$ cat config.mk
export PLATFORM = sky130hd
export DESIGN_NAME = rstab_ram
export DESIGN_NICKNAME = d
export VERILOG_FILES = /design/src/hdl/rstab_ram.sv
export SDC_FILE = /design/constraint.sdc
export NUM_CORES = 2
export LEC_CHECK = 0
export BUFFER_PORTS_ARGS = -buffer_cell sky130_fd_sc_hd__buf_2
export CAP_MARGIN = 20
export CORE_ASPECT_RATIO = 0.9
export CORE_UTILIZATION = 30
export CTS_CLUSTER_SIZE = 28
export DETAILED_ROUTE_END_ITERATION = 6
export PLACE_DENSITY = 0.45
export SLEW_MARGIN = 20
export SYNTH_ARGS = -nofsm -noshare
export SYNTH_HDL_FRONTEND = slang
export SYNTH_MEMORY_MAX_BITS = 65536
export SYNTH_SLANG_ARGS = --single-unit
$ cat constraint.sdc
create_clock -name clk -period 3.5 [get_ports clk]
set_input_delay 1.05 -clock clk [delete_from_list [all_inputs] [get_ports clk]]
set_output_delay 1.05 -clock clk [all_outputs]
set_load 0.03 [all_outputs]
$ cat src/hdl/rstab_ram.sv
`timescale 1ns / 1ps
// rstab_ram: generic simple dual-port ram, one write and one registered read port
// no dependencies

module rstab_ram #(
  parameter int WIDTH = 9,
  parameter int DEPTH = 512
) (
  input  logic                     clk,
  input  logic                     we,
  input  logic [$clog2(DEPTH)-1:0] waddr,
  input  logic [WIDTH-1:0]         wdata,
  input  logic [$clog2(DEPTH)-1:0] raddr,
  output logic [WIDTH-1:0]         rdata
);

  logic [WIDTH-1:0] mem [DEPTH];

  always_ff @(posedge clk) begin
    if (we) begin
      mem[waddr] <= wdata;
    end
    rdata <= mem[raddr];
  end

endmodule

## Word level (Yosys, flattened, before mapping)

Memory sizes are Yosys's and may differ from the RTL's. A register that Yosys moved wholly into a read port is not among the register bits.
Cells that the tools add are included.

| storage, ports and cells | value |
|---|---|
| flip-flop bits (word level) | 0 |
| latch bits | 0 |
| RAM bits | 4608 |
| memory bits (read-only) | 0 |
| input bits | 29 |
| output and inout port bits | 9 |
| word-level logic and storage cells | 3 |
| memories | 1 |

Memories:

| name | depth | bits a word | rd ports | clocked after memory_dff | wr ports | RTL line | text |
|---|---|---|---|---|---|---|---|
| mem | 512 | 9 | 1 | 1 | 1 | 17 | `logic [WIDTH-1:0] mem [DEPTH];` |

| cells by class | value |
|---|---|
| add/sub/neg operators | 0 |
| $mul | 0 |
| divide/modulo/power cells | 0 |
| magnitude comparators | 0 |
| eq/ne operators | 0 |
| shift operators | 0 |
| muxes and demuxes | 2 |
| bitwise operators | 0 |
| reduce and logical (&&, ||, !) cells | 0 |

Operators with widths:

| operator | number |
|---|---|
| two-way mux 1 bit | 2 |

## Longest topological paths before layout

| logic depth | value |
|---|---|
| depth in word-level cells | 2 |
| mapped depth | 13 |
| mapped depth without buffers | 7 |

## Least setup slack after synthesis

No wires, ideal clock.

| timing path | value |
|---|---|
| kind | input port to flip-flop |
| start point | in raddr[0] |
| end point | reg rdata[0] (read register of mem) |
| library setup time | 0.117 ns |
| data arrival time | 2.969 ns |
| required time | 3.383 ns |
| setup slack | 0.414 ns |
| cell stages on the path | 9 |
| path buffers | 4 |
| cells stage by stage | buf_6 > buf_12 > buf_12 > buf_4 > mux4_2 > mux4_2 > o21ai_1 > o21ai_1 > and4bb_1 |

RTL lines:

| what | RTL line | text |
|---|---|---|
| start: declaration | 13 | `input logic [$clog2(DEPTH)-1:0] raddr,` |
| end: declaration | 14 | `output logic [WIDTH-1:0] rdata` |

==> results <==
- Dividing total power by cell area gives a power density of 540 nW/µm².
- The most area-hungry cell type in the Yosys netlist is sky130_fd_sc_hd__edfxtp_1.
- The worst setup path is launched from a primary input.
- Leaving out fill and tap cells, the most frequent cell in the layout is sky130_fd_sc_hd__edfxtp_1.
- The wire-length estimate of the detail-placed layout is about 360 mm.
- The tool flagged a number of max-cap violations equal to 0.
- The number of antenna violations at the first check in global routing is 42.
- Timing would allow up to 290 MHz.
- Once placement finished, the instance area stood at between 200,000 and 250,000 µm².
- The slowest stage cell on the critical path is sky130_fd_sc_hd__o21ai_0.
- In the final layout, the multi-input gates occupy 37,900 µm².
- The area taken by flip-flops and latches is approximately 140,000 µm².
- For this run, the total global-route usage over all layers was measured as 0.177.
- The sequential element share of the synthesized area is 0.771.
- The worst-case headroom to the max-slew limit is 0.305.
- The share of post-route cells with drive strength above 1 is 0.292.
- The starting density of the core is 0.301.
- The distinct cell type count of the synthesized netlist is 51.
- For the pin with the worst max-slew slack, the measured transition is 1.04 ns.
- The count of input and output buffers is 37.
- The count of buffer and inverter cells on the critical path is 5.
- Clock tree synthesis found a total of between 4,000 and 5,000 sinks.
- The share of the clock period used by the worst path after layout is 0.987.
- Before antenna repair, the detailed router went through 7 iterations.
- The die is between 700 and 800 µm tall.
- Dividing the synthesized area by the synthesized cell count gives roughly 20 µm².
- The floorplan has 269 rows.
- Routability-driven placement finished with a final weighted congestion of around 0.83.
- The setup check on the worst reg-to-reg path leaves a slack of roughly 0.74 ns.
- The class of the worst hold path is in -> reg.
- The first global-routing pass estimated ~760 mm of wire.
- The number of nets in the finished design is around 11,000.
- The arrival time of data at the critical path endpoint is 4.43 ns.
- Counting cells, the worst reg-to-reg path comes to 11.
- The wire length after detailed routing is 546 mm.
- The clock tree root buffer cell is sky130_fd_sc_hd__clkbuf_16.
- Prior to clock tree synthesis, the placed netlist has a worst setup slack of -1.14 ns.
- The violation count after the first detailed-route iteration is around 9,300.
- The end point of the worst hold path is mem[371][2].
- After synthesis, the cell types taking the most area are sky130_fd_sc_hd__edfxtp_1 (77%), sky130_fd_sc_hd__mux4_2 (9.4%), sky130_fd_sc_hd__mux2i_1 (4.9%), sky130_fd_sc_hd__o221ai_1 (2.1%), sky130_fd_sc_hd__nor2_1 (1.3%).
- In this run the remaining antenna-violating nets after routing total 0.
- Dividing the detail-routed via count by the number of cells gives about 5.0.
- The number of primary I/O pins is 38.
- The clock tree from TritonCTS is done.
- The delay of the slowest cell on the worst path is approximately 0.47 ns.
- The clock-pin slew on the worst setup and hold paths is roughly 0.060 ns.
- The max-slew violation total from the final report is 0.
- The cell area after layout is roughly 220,000 µm².
- The proportion of synthesized flip-flops having asynchronous set or reset is 0.
- The run finished, with violations left.
- Detailed routing inserted a total of about 95,000 vias.
- The total global routing overflow is 0.
- The die covers around 600,000 µm².
- The setup path with the least slack is of type in -> reg.
- The clock arrives with 0.0497 ns of skew.
- For the finished layout, the period the worst path requires is approximately 3.5 ns.
- The longest clock path from root to sink contains 4 buffers.
- The critical path goes through buf_12 -> buf_12 -> buf_12 -> buf_12 -> mux2i_1 -> o221ai_1 -> nor2_1 -> o21ai_0 -> nand4_1 -> nand4_1 -> buf_12 -> and4bb_1.
- In this design, the largest share of critical-path delay is due to simple AND/OR/NAND/NOR gates.
- The via count of the first global-routing pass came to approximately 97,000.
- After detailed routing, the number of remaining DRC violations is 4.
- The number of placed instances, taps included is ~18,000.
- The critical-path maximum fanout is 22.
- The hold-critical path depth is 1.
- The dominant register cell in the synthesized netlist is sky130_fd_sc_hd__edfxtp_1.
- In this run the critical register-to-register path is launched from mem[91][4].
- Entering global routing, the biggest net connects between 100 and 150 pins.
- The worst setup path is captured at a flop.
- For this design the static power due to leakage is just over 70 nW.
- The cell seen most often among critical-path stages is sky130_fd_sc_hd__buf_12.
- The number of enable flip-flop cells after synthesis is ~4,600.
- In this run the number of H-tree levels came out at 5.
- The number of hold violations in the final report is 0.
- The top cell types in the final layout, fill and taps aside, are sky130_fd_sc_hd__edfxtp_1 (4,608), sky130_fd_sc_hd__buf_4 (1,475), sky130_fd_sc_hd__mux2i_1 (879).
- The maximum ir drop on the vdd rail is 0.412 mV.
- Compared with the post-synthesis result, the final layout area differs by 20.9%.
- In the final routed layout, each cell accounts on average for about 29 µm.
- In this run the cell area of the synthesized design comes to approximately 180,000 µm².
- The worst register-to-register path ends at rdata[4].
- The number of setup violations in the final report is 0.
- The count of state elements after synthesis is approximately 4,600.
- The post-route worst setup slack is roughly 0.047 ns.
- The critical path starts at raddr[0].
- The final reports fail on DRC.
- The net count after synthesis is just under 9,000.
- The x dimension of the die is 818 µm.
- The floorplan step defined a core boundary enclosing between 500,000 and 600,000 µm².
- After filler insertion, the fill cell instance count of the layout stands at about 55,000.
- The critical path required time is 4.48 ns.
- The hold path startpoint is wdata[2].
- Counting the buffers created by CTS gives around 460.
- The utilization of the core after routing is 0.364.
- The total number of yosys warnings is 0.
- The cell count after synthesis came out at roughly 8,900.
- Setup repair after global routing left no endpoint under its margin.
- The later pin in the worst-skew pair is clocked with a latency of 1.04 ns.
- The post-route non-filler standard cell count is 18,900.
- Of the post-synthesis cell area, the dominant cell type holds 0.770.
-- worst max path at each step --
stage	to	cells after the start
2_1_floorplan	rdata[0]	9
3_3_place_gp	rdata[7]	11
3_5_place_dp	rdata[7]	11
4_1_cts	rdata[7]	11
5_1_grt	rdata[6]	13
6_report	rdata[2]	12
-- state kept, by name, summed over array words and instances, names as in the netlist --
register / count
rdata: 9
mem: 4608
-- stage by stage --
stage	hold slack, ns	power (mW)	TNS, ns
2_1_floorplan	0.956	65.1	0
3_3_place_gp	1.25	69.1	-8.45
3_5_place_dp	1.25	69.1	-8.30
4_1_cts	0.301	119	0
5_1_grt	0.334	121	0
6_report	0.390	117	0
-- per-layer routing --
layer	global-route usage	vias to the layer above	share of wire
li1	-	40500	-
met1	0.255	51000	0.45
met2	0.285	2820	0.47
met3	0.0252	663	0.057
met4	0.0387	10	0.023
met5	0	-	0.00012
-- report_power, final --
group          switching [mW]  total (mW)  internal, mW
registers              0.0361        60.9          60.9
clock network            21.4        49.5          28.1
logic                    4.36        6.95          2.59
total                    25.8         117          91.5
-- cells in the mapped netlist (all sizes together) (5+ instances only) --
cell type	count
o31ai	19
mux4	747
a211oi	15
nand3	25
nand4	66
nor3	47
nor2	601
a31oi	13
o22ai	192
o221ai	431
a221o	8
a21oi	217
and3	9
buf	319
edfxtp	4608
and2	17
mux2i	879
and4bb	8
a22oi	51
nor2b	7
mux2	17
o22a	8
nor3b	5
o21ai	145
nor4	28
clkbuf	243
dfxtp	9
nand2	125
and4	8
-- cells by family after synthesis --
logic type,count (synthesis),share of synthesized area
flip-flops,4617,0.771
multiplexers,1643,0.144
AO/OA/AOI/OAI,1102,0.0430
AND/OR/NAND/NOR,960,0.0234
buffers and inverters,566,0.0185
-- worst register-to-register path, stage by stage, from the launching register on --
cell and delay [ns]:
sky130_fd_sc_hd__edfxtp_1 0.32, sky130_fd_sc_hd__mux2i_1 0.07, sky130_fd_sc_hd__o221ai_1 0.20, sky130_fd_sc_hd__buf_4 0.18, sky130_fd_sc_hd__buf_4 0.11, sky130_fd_sc_hd__a21oi_1 0.05
sky130_fd_sc_hd__o21ai_0 0.52, sky130_fd_sc_hd__nand4_1 0.52, sky130_fd_sc_hd__buf_12 0.31, sky130_fd_sc_hd__nand4_1 0.08, sky130_fd_sc_hd__buf_4 0.18, sky130_fd_sc_hd__and4bb_1 0.20
-- timing repair --
item                       in CTS  in global routing
gates resized for setup         0                  2
setup endpoints to repair       0                  2
hold buffers                    0                  0
setup buffers                   0                  0
-- final cells by class --
type,count,share of cell area
antenna,10,0.000115
timing repair buffer,1727,0.0723
tap,7994,0.0461
sequential,4617,0.638
inverter,4,0.000109
multi-input combinational,3705,0.175
clock buffer,566,0.0562
clock inverter,293,0.0125
(Power assumes the default switching activity.)
