==> src/hdl/rstab_pkg.sv <==
`timescale 1ns / 1ps
// rstab_pkg: shared types, constants and helpers of the ring successor table
// no dependencies; used by rstab_rem and ring_successor_table_top

package rstab_pkg;

  localparam int MAX_SLOTS_DEF = 512;
  localparam int ID_W          = 9;    // node id and key width
  localparam int SZ_W          = 10;   // ring size register width
  localparam int CFG_AW        = 2;    // apb address width
  localparam int CFG_DW        = 32;   // apb data width
  localparam int CNT_W         = 4;    // remainder step counter width

  localparam logic [SZ_W-1:0]   RING_SIZE_RST = 10'd512;
  localparam logic [CFG_AW-1:0] ADDR_RING_SIZE = 2'd0;

  localparam logic OP_JOIN   = 1'b0;
  localparam logic OP_LOOKUP = 1'b1;

  typedef struct packed {
    logic            op;
    logic [ID_W-1:0] ident;
  } in_item_t;

  typedef struct packed {
    logic [ID_W-1:0] owner;
    logic [ID_W-1:0] start_zero;
    logic [ID_W-1:0] node_zero;
    logic [ID_W-1:0] start_one;
    logic [ID_W-1:0] node_one;
    logic [ID_W-1:0] start_two;
    logic [ID_W-1:0] node_two;
    logic            bad_id;
  } out_item_t;

  typedef enum logic [3:0] {
    ST_CLEAR,
    ST_IDLE,
    ST_JOIN,
    ST_OWN,
    ST_DIV,
    ST_F0,
    ST_F1,
    ST_F2,
    ST_F3,
    ST_DONE
  } state_t;

  // v + 1 modulo size, for v already below size
  function automatic logic [SZ_W-1:0] inc_wrap(input logic [SZ_W-1:0] v,
                                               input logic [SZ_W-1:0] size);
    logic [SZ_W:0] t;
    t = {1'b0, v} + {{SZ_W{1'b0}}, 1'b1};
    return (t == {1'b0, size}) ? '0 : t[SZ_W-1:0];
  endfunction

endpackage

==> src/hdl/rstab_rem.sv <==
`timescale 1ns / 1ps
// rstab_rem: restoring remainder unit, one quotient bit per cycle
// depends on rstab_pkg for widths

module rstab_rem (
  input  logic                       clk,
  input  logic                       rst_n,
  input  logic                       start,
  input  logic [rstab_pkg::SZ_W-1:0] dividend,
  input  logic [rstab_pkg::SZ_W-1:0] divisor,
  output logic                       done,
  output logic [rstab_pkg::SZ_W-1:0] rem
);

  localparam int W = rstab_pkg::SZ_W;

  logic [W-1:0]                  dvd_r, dvd_nxt;
  logic [W-1:0]                  div_r, div_nxt;
  logic [W-1:0]                  rem_r, rem_nxt;
  logic [rstab_pkg::CNT_W-1:0]   cnt_r, cnt_nxt;
  logic                          busy_r, busy_nxt;
  logic                          done_r, done_nxt;
  logic [W:0]                    trial;

  always_comb begin
    dvd_nxt  = dvd_r;
    div_nxt  = div_r;
    rem_nxt  = rem_r;
    cnt_nxt  = cnt_r;
    busy_nxt = busy_r;
    done_nxt = 1'b0;
    trial    = {rem_r, dvd_r[W-1]};
    if (start) begin
      dvd_nxt  = dividend;
      div_nxt  = divisor;
      rem_nxt  = '0;
      cnt_nxt  = '0;
      busy_nxt = 1'b1;
    end else if (busy_r) begin
      rem_nxt = (trial >= {1'b0, div_r}) ? W'(trial - {1'b0, div_r}) : W'(trial);
      dvd_nxt = {dvd_r[W-2:0], 1'b0};
      cnt_nxt = cnt_r + 1'b1;
      if (cnt_r == rstab_pkg::CNT_W'(W - 1)) begin
        busy_nxt = 1'b0;
        done_nxt = 1'b1;
      end
    end
  end

  always_ff @(posedge clk) begin
    if (!rst_n) begin
      busy_r <= 1'b0;
      done_r <= 1'b0;
      cnt_r  <= '0;
    end else begin
      busy_r <= busy_nxt;
      done_r <= done_nxt;
      cnt_r  <= cnt_nxt;
    end
    dvd_r <= dvd_nxt;
    div_r <= div_nxt;
    rem_r <= rem_nxt;
  end

  assign done = done_r;
  assign rem  = rem_r;

endmodule

==> config.mk <==
export PLATFORM = sky130hd
export DESIGN_NAME = rstab_rem
export DESIGN_NICKNAME = d
export VERILOG_FILES = /design/src/hdl/rstab_pkg.sv /design/src/hdl/rstab_rem.sv
export SDC_FILE = /design/constraint.sdc
export NUM_CORES = 1
export LEC_CHECK = 0
export BUFFER_PORTS_ARGS = -buffer_cell sky130_fd_sc_hd__buf_4
export CAP_MARGIN = 20
export CORE_UTILIZATION = 40
export DETAILED_ROUTE_END_ITERATION = 12
export GPL_TIMING_DRIVEN = 0
export HOLD_SLACK_MARGIN = 0.1
export PLACE_DENSITY = 0.57
export SETUP_SLACK_MARGIN = 0.1
export SLEW_MARGIN = 10
export SYNTH_ARGS = -nofsm -noshare
export SYNTH_HDL_FRONTEND = slang
export SYNTH_SLANG_ARGS = --single-unit
export TNS_END_PERCENT = 100
==> constraint.sdc <==
create_clock -name clk -period 2.45 [get_ports clk]
set_input_delay 0.3675 -clock clk [delete_from_list [all_inputs] [get_ports clk]]
set_output_delay 0.3675 -clock clk [all_outputs]
set_load 0.01 [all_outputs]
After elaboration in Yosys (flattened, before gate mapping)
Cells that the tools add are included.

operators by class
  mux-type cells = 7
  magnitude comparators = 1
  bitwise operators = 2
  add/subtract/negate cells = 2
  reductions and logical operators = 3
  eq/ne operators = 1

operator list
  kind                                                            count
  10-bit 2-to-1 mux                                               3
  11-bit by 10-bit >= comparator with 1-bit output                1
  10-bit subtractor                                               1
  4-bit by 1-bit adder with 4-bit output (second input constant)  1
  4-bit == test (second input constant)                           1
  1-bit 2-to-1 mux                                                4
  3-bit OR reduction                                              1
  1-bit inverter                                                  2
  2-bit nonzero test                                              1
  2-bit OR reduction                                              1

storage, ports and cells
  bits of input ports = 23
  bits in registers = 36
  word-level logic and storage cells = 22
  output and inout port bits = 11

Longest topological paths before layout
  depth in word-level cells = 4
  mapped depth = 10
  depth with buffers taken out = 10

Worst setup path after synthesis
No wires, ideal clock.

  path type = reg2reg
  from = register dvd_r[9]
  to = register rem_r[6], in the netlist rem[6]
  arrival time = 1.964 ns
  cell stages (with the launch flop) = 11
  clock period less this slack = 2.085 ns
  path slack = 0.365 ns
  buffers on the path = 0
  cells stage by stage = edfxtp_1 -> inv_1 -> ha_1 -> inv_1 -> fa_1 -> a21o_1 -> a21oi_1 -> o21ai_0 -> xnor2_1 -> a31oi_4 -> o311a_1

on the way
  cells in the longest elaborated chain, start to end = 2

ends and longest elaborated chain
  item                                                                                   line             text
  start, declared                                                                        rstab_rem.sv:17  logic [W-1:0] dvd_r, dvd_nxt;
  start signal, assigned                                                                 rstab_rem.sv:60  dvd_r <= dvd_nxt;
  10-bit subtractor or 11-bit by 10-bit >= comparator with 1-bit output (tied branches)  rstab_rem.sv:40  rem_nxt = (trial >= {1'b0, div_r}) ? W'(trial - {1'b0, div_r}) : W'(trial);
  10-bit 2-to-1 mux *                                                                    rstab_rem.sv:40
  end signal, assigned                                                                   rstab_rem.sv:62  rem_r <= rem_nxt;
  end, declared                                                                          rstab_rem.sv:19  logic [W-1:0] rem_r, rem_nxt;

Mark *: on every way between the ends. The rest lies on a longest branch, timed or not.
A chain may end at the register's enable or synchronous reset.

Worst setup path after layout
Ends and elaborated chain as after synthesis.

==> impl_metrics.json <==
{
  "area_growth_pct": 20.7,
  "die_h_um": 71.6,
  "die_area_um2": 5120,
  "ant_nets": 0,
  "drive_above_1_share_pct": 28.6,
  "ios": 34,
  "ys_types": 44,
  "maxSlewHeadroom_pct": 61.6,
  "syn-mean-instance-area_um2": 11.0,
  "startpoint_type": "flip-flop",
  "synth_ff_type": "edfxtp_1",
  "synth.net_count": 212,
  "cts_made_buffers": 5,
  "cp_max_fo": 3,
  "finalSetupViolations": 0,
  "p_leak_uw": 0.000970,
  "design_area_um2": 2340,
  "num_vias": 1395,
  "endpoint_kind": "flip-flop",
  "r2r_cells": 10,
  "synth_most_common_cell": "edfxtp_1",
  "core_area_um2": 4500,
  "dp.cells": 261,
  "layout.nets": 252,
  "clockRootBuffer": "clkbuf_8",
  "worstMarginPinSlew_ns": 0.577,
  "ys_ff_latch": 36,
  "synth.largest_area_cell": "edfxtp_1",
  "gp_congestion": 0.818,
  "whs_ns": 0.254,
  "drcViolationCount": 0,
  "path_clk_slew_ns": 0.07,
  "first_pass_iters": 4,
  "grt.overflow.total": 0,
  "post_cts_resized": 0,
  "grt_pass1_wl_mm": 6.51,
  "clk_latency_ns": 0.28,
  "hold_buffers": 0,
  "initial_core_util_pct": 43.0,
  "antenna_found_initial": 0,
  "fmax_mhz": 454,
  "crit_required_ns": 2.63,
  "hpwl_mm": 2.90,
  "cts_tree": "yes",
  "hold_path.class": "primary input to flip-flop",
  "numClockSinks": 36,
  "synth_top_area_share_pct": 31.0,
  "drt-met1-wl_mm": 1.81,
  "grt_max_degree": 15,
  "htree_levels": 2,
  "synth_commonest_cells": "edfxtp_1 (20), nor2_1 (19), inv_1 (17), dfxtp_1 (16), ha_1 (12)",
  "rows": 24,
  "min_path_cells": 1,
  "cap_violations": 0,
  "rsz0062_at_grt": "yes",
  "io_buffers": 33,
  "power_density_nw_per_um2": 622,
  "wl_met3_um": 199,
  "yosys_warnings": 0,
  "finalCriticalPeriod_ns": 2.20,
  "fillerInstances": 426,
  "postPlaceCellArea_um2": 2250,
  "period_share_pct": 90.0,
  "met2RoutedLength_mm": 1.74,
  "syn_inst": 176,
  "cts_max_path_buffers": 2,
  "crit_type": "flip-flop to flip-flop",
  "cp_data_arrival_time_ns": 2.38,
  "final_cell_count_no_fill": 269,
  "viasPerCell": 5.19,
  "netlist_area_um2": 1940,
  "status": "completed",
  "first_global_vias": 1369,
  "seq_area_frac_synth_pct": 47.5,
  "hold_viol_final": 0,
  "synth_enable_flop_cells": 20,
  "ir_drop_v": 0.000296,
  "skew_ns": 0.00259,
  "ys_top_cells_by_area": "edfxtp_1 (31%), dfxtp_1 (17%), ha_1 (7.8%)",
  "num_antenna_cells": 0,
  "drt_wl_total_mm": 3.80,
  "async_reset_ff_share_pct": 0,
  "maxSlewViolCount": 0,
  "grt_usage_pct": 16.7,
  "final_util_pct": 51.9,
  "wl_per_cell_um": 14.1,
  "top_layer": "met4",
  "setup_tns_ns": 0,
  "die_w_um": 71.6,
  "drt_iter0_markers": 59,
  "cts_setup_buffers": 0
}
==> critical path, cell delays in order (launching register included) <==
cell	delay [ns]
edfxtp_1	0.39
inv_1	0.07
ha_1	0.15
inv_1	0.05
fa_1	0.40
a21o_1	0.19
a21oi_2	0.20
o21ai_0	0.14
xnor2_1	0.27
a31oi_4	0.11
o311a_1	0.12
==> flip-flops by register name, summed over array words and instances, names as in the netlist <==
register	cells
div_r	10
dvd_r	10
rem	10
cnt_r	4
busy_r	1
done	1
==> cell usage in the layout, fill, tap and decap left out, types with 4 or more instances in the layout <==
master     n
inv_1     17
mux2_2     9
dfxtp_1   16
nor2_1    19
a211oi_1   4
ha_1      12
edfxtp_1  20
xor2_1     4
nand2b_1   4
a21oi_2    4
nor3_1     4
nand2_1    8
mux2i_1    4
xnor2_1    5
a21oi_1    5
clkbuf_8   5
buf_4     33
==> stage by stage <==
step	power, µW	worst slack (ns)
final	1450	0.246
after global routing	1550	0.0934
after global placement	1050	0.139
after detailed placement	1060	0.166
after floorplan	955	0.365
after CTS	1470	0.144
==> per-layer routing <==
metal | track usage, % | vias to the layer above
met5 | 0 | -
met4 | 6.10 | 0
met3 | 4.36 | 6
met2 | 26.7 | 34
met1 | 22.0 | 645
li1 | - | 710
==> cell families (layout without fill, tap and decap cells) <==
family,after synthesis,count (layout),synth area share [%]
fa+ha+maj,13,13,8.79
xor+xnor,9,9,4.07
flops,36,36,47.5
simple gates,46,46,11.4
compound gates,36,36,15.9
mux,13,13,7.30
buf+inv,23,64,4.97
==> path summary, 6_finish.rpt <==
path	from	endpoint	slack, ns
setup / recovery	dvd_r[9]	rem[6]	0.25
hold / removal	divisor[2]	div_r[2]	0.25
setup reg to reg	dvd_r[9]	rem[6]	0.25
hold reg to reg	rem[4]	rem[4]	0.50
==> final cells by class <==
type / count / area, µm² / share of cell area [%]
Multi-Input combinational cell: 117 / 923 / 39.5
Sequential cell: 36 / 921 / 39.4
Timing Repair Buffer: 33 / 248 / 10.6
Clock buffer: 7 / 76.3 / 3.26
Tap cell: 52 / 65.1 / 2.78
Inverter: 17 / 63.8 / 2.73
Buffer: 6 / 32.5 / 1.39
Clock inverter: 1 / 8.76 / 0.375
==> power breakdown <==
part           switching, µW  internal (µW)
logic                    175            156
clock network            204            203
registers               26.6            689
total                    405           1050
Note: power is estimated with default switching activity, not from simulation.
